[src/hw/rtl/smpb_pkg.sv]
// Package for the sorted min/max patch balancer.
// Holds widths, payload structs, store entry type and the sequencer states.
// No dependencies.
package smpb_pkg;

  localparam int unsigned MaxPatches = 64;
  localparam int unsigned CountW     = 32;
  localparam int unsigned PatchIdW   = 6;
  localparam int unsigned SlotW      = $clog2(MaxPatches);
  localparam int unsigned LoadW      = $clog2(MaxPatches + 1);
  localparam int unsigned ProcsW     = 13;
  localparam int unsigned ProcIdxW   = 12;

  typedef struct packed {
    logic [CountW-1:0]   particle_count;
    logic [PatchIdW-1:0] patch_id;
    logic                last_patch;
  } smpb_in_t;

  typedef struct packed {
    logic [PatchIdW-1:0] out_patch_id;
    logic [ProcIdxW-1:0] proc_index;
    logic                last_result;
  } smpb_out_t;

  typedef struct packed {
    logic [CountW-1:0]   count;
    logic [PatchIdW-1:0] id;
  } smpb_entry_t;

  localparam int unsigned EntryW = $bits(smpb_entry_t);

  typedef enum logic [2:0] {
    ST_IDLE,
    ST_SHIFT,
    ST_PLACE,
    ST_DECIDE,
    ST_HI,
    ST_LO_RD,
    ST_LO
  } smpb_state_e;

endpackage

[src/hw/rtl/smpb_ram.sv]
// Generic single-write, single-read RAM with registered read data.
// No dependencies.
module smpb_ram #(
  parameter int unsigned Width = 8,
  parameter int unsigned Depth = 64
) (
  input  logic                     clk_i,
  input  logic                     wr_en_i,
  input  logic [$clog2(Depth)-1:0] wr_addr_i,
  input  logic [Width-1:0]         wr_data_i,
  input  logic [$clog2(Depth)-1:0] rd_addr_i,
  output logic [Width-1:0]         rd_data_o
);

  logic [Width-1:0] mem_q [Depth];
  logic [Width-1:0] rd_data_q;

  always_ff @(posedge clk_i) begin
    if (wr_en_i) begin
      mem_q[wr_addr_i] <= wr_data_i;
    end
    rd_data_q <= mem_q[rd_addr_i];
  end

  assign rd_data_o = rd_data_q;

endmodule

[src/hw/rtl/sorted_minmax_patch_balancer_core.sv]
// Sorted min/max patch balancer: top level with insertion and balancing sequencer.
// Depends on smpb_pkg and smpb_ram.
//
// Usage:
//   Input channel (in_valid_i / in_stall_o / in_data_i) takes one patch per
//   transaction: particle count, patch id and a last flag. Patches are kept in
//   a RAM sorted by count, ascending; equal counts stay in arrival order.
//   Insertion walks the RAM one entry per cycle, moving each stored entry with a
//   larger count up one slot; an item that arrives while the store is full is
//   dropped. An item with the last flag starts balancing. Each assignment is one
//   output transaction (out_valid_o / out_stall_i / out_data_o). A single take
//   passes ST_DECIDE and ST_HI, a heaviest/lightest pair ST_DECIDE, ST_HI,
//   ST_LO_RD and ST_LO, as each entry comes through the registered RAM read port.
//   The final assignment carries last_result. The input side is stalled until
//   the run ends. A receiver stall holds the output register and pauses the
//   sequencer. The configuration channel writes num_procs (0 acts as 1); the user
//   must do so only while idle, as the block itself does not enforce this.
//   Reset empties the store, sets num_procs to 1 and drops any pending output.
module sorted_minmax_patch_balancer_core
  import smpb_pkg::*;
(
  input  logic              clk_i,
  input  logic              rst_ni,
  input  logic              in_valid_i,
  output logic              in_stall_o,
  input  smpb_in_t          in_data_i,
  output logic              out_valid_o,
  input  logic              out_stall_i,
  output smpb_out_t         out_data_o,
  input  logic              cfg_valid_i,
  output logic              cfg_ready_o,
  input  logic [ProcsW-1:0] cfg_data_i
);

  smpb_state_e       state_q, state_d;
  logic [CountW-1:0] cnt_q, cnt_d;
  logic [PatchIdW-1:0] id_q, id_d;
  logic              last_q, last_d;
  logic [SlotW-1:0]  pos_q, pos_d;
  logic [LoadW-1:0]  loaded_q, loaded_d;
  logic [LoadW-1:0]  left_q, left_d;
  logic [SlotW-1:0]  lo_q, lo_d;
  logic [SlotW-1:0]  hi_q, hi_d;
  logic [ProcsW-1:0] proc_q, proc_d;
  logic              pair_q, pair_d;
  logic [ProcsW-1:0] num_procs_q;
  logic              out_valid_q, out_valid_d;
  smpb_out_t         out_data_q, out_data_d;

  logic              wr_en;
  logic [SlotW-1:0]  wr_addr;
  smpb_entry_t       wr_entry;
  logic [SlotW-1:0]  rd_addr;
  logic [EntryW-1:0] rd_raw;
  smpb_entry_t       rd_entry;

  logic              in_accept;
  logic              can_load;
  logic [ProcsW-1:0] procs_eff;
  logic [ProcsW-1:0] proc_next;
  logic [ProcsW:0]   two_rem;
  logic [LoadW-1:0]  loaded_inc;

  assign in_accept  = in_valid_i && !in_stall_o;
  assign can_load   = !out_valid_q || !out_stall_i;
  assign procs_eff  = (num_procs_q == '0) ? ProcsW'(1) : num_procs_q;
  assign proc_next  = (proc_q + ProcsW'(1) == procs_eff) ? '0 : proc_q + ProcsW'(1);
  assign two_rem    = {procs_eff - proc_q, 1'b0};
  assign loaded_inc = loaded_q + LoadW'(1);
  assign rd_entry   = smpb_entry_t'(rd_raw);

  smpb_ram #(
    .Width (EntryW),
    .Depth (MaxPatches)
  ) u_store (
    .clk_i     (clk_i),
    .wr_en_i   (wr_en),
    .wr_addr_i (wr_addr),
    .wr_data_i (wr_entry),
    .rd_addr_i (rd_addr),
    .rd_data_o (rd_raw)
  );

  always_ff @(posedge clk_i or negedge rst_ni) begin
    if (!rst_ni) begin
      state_q     <= ST_IDLE;
      loaded_q    <= '0;
      num_procs_q <= ProcsW'(1);
      out_valid_q <= 1'b0;
      proc_q      <= '0;
      left_q      <= '0;
      lo_q        <= '0;
      hi_q        <= '0;
    end else begin
      state_q     <= state_d;
      loaded_q    <= loaded_d;
      out_valid_q <= out_valid_d;
      proc_q      <= proc_d;
      left_q      <= left_d;
      lo_q        <= lo_d;
      hi_q        <= hi_d;
      if (cfg_valid_i && cfg_ready_o) begin
        num_procs_q <= cfg_data_i;
      end
    end
  end

  always_ff @(posedge clk_i) begin
    cnt_q      <= cnt_d;
    id_q       <= id_d;
    last_q     <= last_d;
    pos_q      <= pos_d;
    pair_q     <= pair_d;
    out_data_q <= out_data_d;
  end

  always_comb begin
    state_d     = state_q;
    cnt_d       = cnt_q;
    id_d        = id_q;
    last_d      = last_q;
    pos_d       = pos_q;
    loaded_d    = loaded_q;
    left_d      = left_q;
    lo_d        = lo_q;
    hi_d        = hi_q;
    proc_d      = proc_q;
    pair_d      = pair_q;
    out_valid_d = out_valid_q && out_stall_i;
    out_data_d  = out_data_q;
    wr_en       = 1'b0;
    wr_addr     = pos_q;
    wr_entry    = rd_entry;
    rd_addr     = hi_q;

    case (state_q)
      ST_IDLE: begin
        rd_addr = loaded_q[SlotW-1:0] - SlotW'(1);
        if (in_accept) begin
          cnt_d  = in_data_i.particle_count;
          id_d   = in_data_i.patch_id;
          last_d = in_data_i.last_patch;
          pos_d  = loaded_q[SlotW-1:0];
          if (loaded_q < LoadW'(MaxPatches)) begin
            state_d = (loaded_q == '0) ? ST_PLACE : ST_SHIFT;
          end else if (in_data_i.last_patch) begin
            left_d   = loaded_q;
            hi_d     = loaded_q[SlotW-1:0] - SlotW'(1);
            lo_d     = '0;
            proc_d   = '0;
            loaded_d = '0;
            state_d  = ST_DECIDE;
          end
        end
      end

      ST_SHIFT: begin
        rd_addr = pos_q - SlotW'(2);
        if (rd_entry.count > cnt_q) begin
          wr_en   = 1'b1;
          wr_addr = pos_q;
          pos_d   = pos_q - SlotW'(1);
          if (pos_q == SlotW'(1)) begin
            state_d = ST_PLACE;
          end
        end else begin
          state_d = ST_PLACE;
        end
      end

      ST_PLACE: begin
        wr_en          = 1'b1;
        wr_addr        = pos_q;
        wr_entry.count = cnt_q;
        wr_entry.id    = id_q;
        if (last_q) begin
          left_d   = loaded_inc;
          hi_d     = loaded_inc[SlotW-1:0] - SlotW'(1);
          lo_d     = '0;
          proc_d   = '0;
          loaded_d = '0;
          state_d  = ST_DECIDE;
        end else begin
          loaded_d = loaded_inc;
          state_d  = ST_IDLE;
        end
      end

      ST_DECIDE: begin
        rd_addr = hi_q;
        pair_d  = {{(ProcsW + 1 - LoadW){1'b0}}, left_q} >= two_rem;
        state_d = ST_HI;
      end

      ST_HI: begin
        rd_addr = hi_q;
        if (can_load) begin
          out_valid_d             = 1'b1;
          out_data_d.out_patch_id = rd_entry.id;
          out_data_d.proc_index   = proc_q[ProcIdxW-1:0];
          out_data_d.last_result  = !pair_q && (left_q == LoadW'(1));
          if (pair_q) begin
            state_d = ST_LO_RD;
          end else begin
            if (hi_q != '0) begin
              hi_d = hi_q - SlotW'(1);
            end
            left_d  = left_q - LoadW'(1);
            proc_d  = proc_next;
            state_d = (left_q == LoadW'(1)) ? ST_IDLE : ST_DECIDE;
          end
        end
      end

      ST_LO_RD: begin
        rd_addr = lo_q;
        state_d = ST_LO;
      end

      ST_LO: begin
        rd_addr = lo_q;
        if (can_load) begin
          out_valid_d             = 1'b1;
          out_data_d.out_patch_id = rd_entry.id;
          out_data_d.proc_index   = proc_q[ProcIdxW-1:0];
          out_data_d.last_result  = (left_q == LoadW'(2));
          hi_d    = hi_q - SlotW'(1);
          lo_d    = lo_q + SlotW'(1);
          left_d  = left_q - LoadW'(2);
          proc_d  = proc_next;
          state_d = (left_q == LoadW'(2)) ? ST_IDLE : ST_DECIDE;
        end
      end

      default: begin
        state_d = ST_IDLE;
      end
    endcase
  end

  assign in_stall_o  = (state_q != ST_IDLE);
  assign cfg_ready_o = 1'b1;
  assign out_valid_o = out_valid_q;
  assign out_data_o  = out_data_q;

  a_loaded_bound: assert property (@(posedge clk_i) disable iff (!rst_ni)
    loaded_q <= LoadW'(MaxPatches))
    else $error("store fill count exceeds capacity");

  a_left_nonzero: assert property (@(posedge clk_i) disable iff (!rst_ni)
    (state_q == ST_DECIDE || state_q == ST_HI || state_q == ST_LO_RD || state_q == ST_LO)
    |-> left_q != '0)
    else $error("balancing with no patch left");

  a_pair_order: assert property (@(posedge clk_i) disable iff (!rst_ni)
    (state_q == ST_LO) |-> (lo_q < hi_q) && (left_q >= LoadW'(2)))
    else $error("pair take without two distinct patches");

  a_proc_range: assert property (@(posedge clk_i) disable iff (!rst_ni)
    (state_q == ST_DECIDE || state_q == ST_HI) |-> proc_q < procs_eff)
    else $error("processor index out of range");

  a_last_ends_run: assert property (@(posedge clk_i) disable iff (!rst_ni)
    (out_valid_d && !(out_valid_q && out_stall_i) && out_data_d.last_result)
    |=> state_q == ST_IDLE && loaded_q == '0)
    else $error("final assignment did not end the run");

endmodule

[config.mk]
export PLATFORM = sky130hd
export DESIGN_NAME = sorted_minmax_patch_balancer_core
export DESIGN_NICKNAME = d
export VERILOG_FILES = /design/src/hw/rtl/smpb_pkg.sv /design/src/hw/rtl/smpb_ram.sv /design/src/hw/rtl/sorted_minmax_patch_balancer_core.sv
export SDC_FILE = /design/constraint.sdc
export NUM_CORES = 2
export LEC_CHECK = 0
export CORE_ASPECT_RATIO = 0.5
export CORE_MARGIN = 1
export CORE_UTILIZATION = 55
export DETAILED_ROUTE_END_ITERATION = 8
export DONT_BUFFER_PORTS = 1
export GPL_ROUTABILITY_DRIVEN = 0
export MAX_ROUTING_LAYER = met4
export PLACE_DENSITY = 0.76
export REMOVE_ABC_BUFFERS = 1
export SLEW_MARGIN = 20
export SYNTH_ARGS = -nofsm -noshare
export SYNTH_HDL_FRONTEND = slang
export SYNTH_HIERARCHICAL = 1
export SYNTH_SLANG_ARGS = --single-unit
[constraint.sdc]
create_clock -name clk_i -period 5.8 [get_ports clk_i]
set_input_delay 0.29 -clock clk_i [delete_from_list [all_inputs] [get_ports clk_i]]
set_output_delay 0.29 -clock clk_i [all_outputs]
set_load 0.05 [all_outputs]
After elaboration in Yosys (flattened, before gate mapping)
Memory sizes are Yosys's and may differ from the RTL's. A register that Yosys moved wholly into a read port is not among the register bits.
Index checks and enable logic that the tools add are counted.
{"block": "word_totals", "output_inout_bits": 22, "ff_bits": 121, "in_bits": 57, "mem_bits_rw": 2432, "wordCells": 145, "mem_count": 1}
{"name": "u_store.mem_q", "depth": 64, "width": 38, "rd": 1, "rd_ports_with_merged_regs": 1, "wr": 1, "line_no": "smpb_ram.sv:15", "rtl": "logic [Width-1:0] mem_q [Depth];"}
{"block": "classes", "add_sub_neg": 11, "n_eq_ne": 21, "order_cmp": 3, "mux": 65, "n_reduce_logical": 28}
{"op": "2-to-1 mux 13 bit", "count": 9}
{"op": "2-to-1 mux 6 bit", "count": 15}
{"op": "2-to-1 mux 7 bit", "count": 11}
{"op": "one-hot mux 13 bit (4 select lines)", "count": 1}
{"op": "2-to-1 mux 19 bit", "count": 2}
{"op": "2-to-1 mux 38 bit", "count": 1}
{"op": "one-hot mux 19 bit (2 select lines)", "count": 1}
{"op": "one-hot mux 6 bit (3 select lines)", "count": 2}
{"op": "> comparator 32 bit", "count": 1}
{"op": "one-hot mux 7 bit (4 select lines)", "count": 1}
{"op": "2-to-1 mux 3 bit", "count": 8}
{"op": "one-hot mux 6 bit (4 select lines)", "count": 1}
{"op": "subtractor 6 x 1 -> 6 bit (second input constant)", "count": 4}
{"op": "one-hot mux 3 bit (7 select lines)", "count": 1}
{"op": "!= test 2 bit (second input constant)", "count": 9}
{"op": "greater-or-equal comparator 7 x 14 -> 1 bit", "count": 1}
{"op": "one-hot mux 7 bit (2 select lines)", "count": 1}
{"op": "adder 13 x 1 -> 13 bit (second input constant)", "count": 1}
{"op": "equality test 13 bit", "count": 1}
{"op": "logical NOT 13 bit", "count": 1}
{"op": "subtractor 13 bit", "count": 1}
{"op": "one-hot mux 6 bit (2 select lines)", "count": 1}
{"op": "equality test 3 bit (second input constant)", "count": 3}
{"op": "AND reduction 9 bit", "count": 1}
{"op": "other kinds (31)", "count": 50}

Depth between registers and ports, before layout
{"block": "logic_depth", "ltp_word": 7, "ltp_mapped": 17, "ltp_nobuf": 15}

By module
The synthesis kept the hierarchy.
{"module": "smpb_ram", "n_inst": 1, "area_each_um2": 92934.1, "cells_each": 3989, "seq_area_each_um2": 73790.8}
{"module": "sorted_minmax_patch_balancer_core", "n_inst": 1, "area_each_um2": 8385.5, "cells_each": 938, "seq_area_each_um2": 3354.5}

Least setup slack after synthesis
Ideal clock, no wire load.
{"block": "synth_timing", "path_kind": "register to register", "from": "reg cnt_q[30]", "to": "mem u_store/mem_q[48][0] (netlist name) (enable)", "path_buffers": 0, "synth_period_minus_slack_ns": 4.855, "t_arrival_ns": 4.375, "setup_time_ns": 0.480, "path_stages_with_launch": 10, "required_time_ns": 5.320, "path_slack_ns": 0.945, "cell_sequence": "edfxtp_1 inv_1 ha_1 nand4_1 nor4_1 nand3_1 a31oi_1 or3_1 nand4b_1 nor3_1"}
{"block": "synth_between", "elab_chain_len": 5}
{"element": "start: declaration", "line_no": "sorted_minmax_patch_balancer_core.sv:36", "rtl": "logic [CountW-1:0] cnt_q, cnt_d;"}
{"element": "start signal: assignment", "line_no": "sorted_minmax_patch_balancer_core.sv:109", "rtl": "cnt_q <= cnt_d;"}
{"element": "> comparator 32 bit", "line_no": "sorted_minmax_patch_balancer_core.sv:159", "rtl": "if (rd_entry.count > cnt_q) begin"}
{"element": "2-to-1 mux 1 bit", "line_no": "sorted_minmax_patch_balancer_core.sv:159"}
{"element": "one-hot mux 1 bit (2 select lines)", "line_no": "sorted_minmax_patch_balancer_core.sv:136", "rtl": "case (state_q)"}
{"element": "via wr_en", "line_no": "sorted_minmax_patch_balancer_core.sv:50", "rtl": "logic wr_en;"}
{"element": "2-to-1 mux 1 bit", "line_no": "smpb_ram.sv:19", "rtl": "if (wr_en_i) begin"}
{"element": "2-to-1 mux 1 bit (not written as such)", "line_no": "smpb_ram.sv:20", "rtl": "mem_q[wr_addr_i] <= wr_data_i;"}
{"element": "end: declaration", "line_no": "smpb_ram.sv:15"}
The timed path passes the listed nets, and every way through them passes these cells.

Final worst setup path
{"block": "layout_timing", "from": "reg cnt_q[30]", "to": "mem u_store/mem_q[60][5] (netlist name) (enable)"}
Same word-level chain as after synthesis.

==> flow_summary.toml <==
[run_status]
status = "complete, no violations"

[worst_hold_path]
min_path_type = "input pin to register"

[worst_setup_path]
required_ns = 6.27
endpoint_kind = "register"
cp_slowest_cell = "nor2_4"
max_stage_delay_ns = 0.96
start_kind = "register"
critPathMaxFanout = 21
worstPathCellList = "inv_1 -> ha_1 -> nand4_1 -> nor4_1 -> nand3_1 -> a31oi_1 -> or3_1 -> nor2b_1 -> nand2_1 -> nor2_4 -> buf_4"
criticalPathCategory = "register to register"
worst-endpoint-arrival_ns = 5.52

[clocking]
cts.sinks = 2591
postCtsSetupBuffers = 0
root_buffer = "clkbuf_16"
cts_tree = "done"
cts.path.max_buffers = 4
cts.clk_slew.worst_paths_ns = 0.07
insertion_delay_ns = 0.86
htreeDepth = 4
cts_buffers = 220

[timing]
drv_slew = 0
fin_crit_sh = 0.870
slew_headroom = 0.223
skew_ns = 0.0759
finalHoldViolCount = 0
fmax_ghz = 0.198
tightestPinTransition_ns = 1.16
finalCriticalPeriod_ns = 5.05
setup_tns_ns = 0
rsz0062_at_grt = "no"
setup_viol = 0

[layout]
final_util = 0.624
fin_nets = 5239
fin_cells = 7704
area_growth_pct = 11.7
final_cell_area_um2 = 113000
mostFrequentLayoutCell = "edfxtp_1"
final_layout_size_suffix_gt1_frac = 0.240
final_cell_mix = "edfxtp_1 (2497), mux4_2 (611), clkbuf_16 (223)"

[global_route]
grt_max_degree = 81
grt_overflow = 0
grt_pass1_vias = 52900
grtUsageTotal = 0.285
grt_antenna_before_repair = 11
grt_first_pass_wirelength_um = 370000

[place]
portBuffers = 0
place_area_um2 = 106000
dpl.hpwl_um = 149000
numPlacedInstances = 7242

[synthesis]
netlist_instances = 4927
synth_xor_area_frac = 0.00328
synth_seq_cells = 2591
ys_seq_area_frac = 0.761
ys_types = 79
postSynthAreaPerCell_um2 = 20.6
post-synth-top-area-cell = "edfxtp_1"
async_reset_ff_frac = 0.0216
synth_fa_ha_area_frac = 0.00810
synth_top_family_by_area = "multiplexers"
synthTopCellsByArea = "edfxtp_1 (74%), mux4_2 (14%), dfrtp_1 (1.4%), a22oi_1 (1.1%), ha_1 (0.79%)"
synth.mux.area_fraction = 0.147
yosys.area_share.simple = 0.0273
synth_top_flop_cell = "edfxtp_1"
synth_edf_count = 2497
synth_compound_area_frac = 0.0368
syn-cell-area_um2 = 101000
yosys_warnings = 6
synth_top_area_share = 0.740

[drt]
drc = 0
wl_um = 257000
drt-vias-per-instance = 6.83
drtAntennaViolNets = 0
first_iter_violations = 8431
via_count = 52700
wl_per_cell_um = 33.4
firstDrtPassIters = 6

[die]
boundaryPins = 79
core_um2 = 181000
row_count = 110
die_h_um = 305
dieArea_um2 = 186000
start_util = 0.559
fp.dieW_um = 609

[run]
maxCapViolCount = 0
-- worst paths after layout --
kind | startpoint | endpoint | slack (ns) | cells after the start
max | cnt_q[30] | u_store/mem_q[60][5] | 0.75 | 11
min | in_data_i[6] | id_q[5] | 0.06 | 1
max reg2reg | cnt_q[30] | u_store/mem_q[60][5] | 0.75 | 11
min reg2reg | u_store/rd_data_o[4] | out_data_o[17] | 0.50 | 0
max in group asynchronous | rst_ni | lo_q[5] | 4.79 | 4
min in group asynchronous | rst_ni | left_q[2] | 0.58 | 3
-- synthesized netlist by cell type (36+ instances only) --
master and number:
nor2_1 194, nand2_1 198, buf_1 36, mux4_2 611, edfxtp_1 2497, a21oi_1 122, buf_2 64, dfxtp_1 38
o22ai_1 110, ha_1 64, mux2_2 40, mux2i_1 73, o21ai_0 98, a22oi_1 142, inv_1 66, o221ai_1 37
clkbuf_1 134, dfrtp_1 55
-- what timing repair did --
action,4_1_cts,5_1_grt
endpoints found under the setup margin,0,0
endpoints found under the hold margin,125,0
hold buffers,59,0
resized for setup,0,0
-- sequential cells by signal, indices dropped and copies added, names as in the netlist, 7 cells and up --
register           flops
cnt_q                 32
loaded_q               7
left_q                 7
u_store/mem_q       2432
u_store/rd_data_o     38
num_procs_q           13
out_data_o            19
proc_q                13
-- routing by layer --
| metal | share of wire | track usage | up-vias |
|---|---|---|---|
| met5 | 0 | - | - |
| met4 | 0.031 | 0.0794 | 0 |
| met3 | 0.14 | 0.0759 | 563 |
| met2 | 0.46 | 0.430 | 3851 |
| met1 | 0.36 | 0.389 | 27400 |
| li1 | - | - | 20800 |
-- worst max-delay path, delay by kind of cell (launching register included) --
kind,cells,cell delay (ns)
adder cells (fa/ha/maj),1,0.33
flip-flops,1,0.33
buffers and inverters,2,0.50
AND/OR/NAND/NOR,7,3.15
AO/OA/AOI/OAI,1,0.34
-- cell type report --
class                           count  area (um2)
Clock inverter                    122         971
Inverter                           66         248
Clock buffer                      270        5830
Sequential cell                  2591       77100
Antenna cell                        9        22.5
Multi-Input combinational cell   1995       23600
Fill cell                       11700       68200
Tap cell                         2408        3010
Timing Repair Buffer              243        2430
-- metrics by stage --
stage | setup slack [ns] | hold WS [ns]
floorplan | -58.92 | -0.00559
global placement | 1.08 | -0.00386
detailed placement | 1.08 | -0.00401
CTS | 0.994 | 0.0381
global route | 0.615 | 0.0490
finish | 0.754 | 0.0637
-- logic make-up after synthesis --
group                      count (synthesis)
AOI/OAI and AO/OA                        575
adders and majority gates                 65
muxes                                    724
xor gates and xnor gates                  38
and+or+nand+nor                          592
buffers and inverters                    341
DFF                                     2591
other                                      1
Power is left out: the tool's default activity adds up to more than one toggle a clock period on the data nets, which glitch-free logic cannot reach.
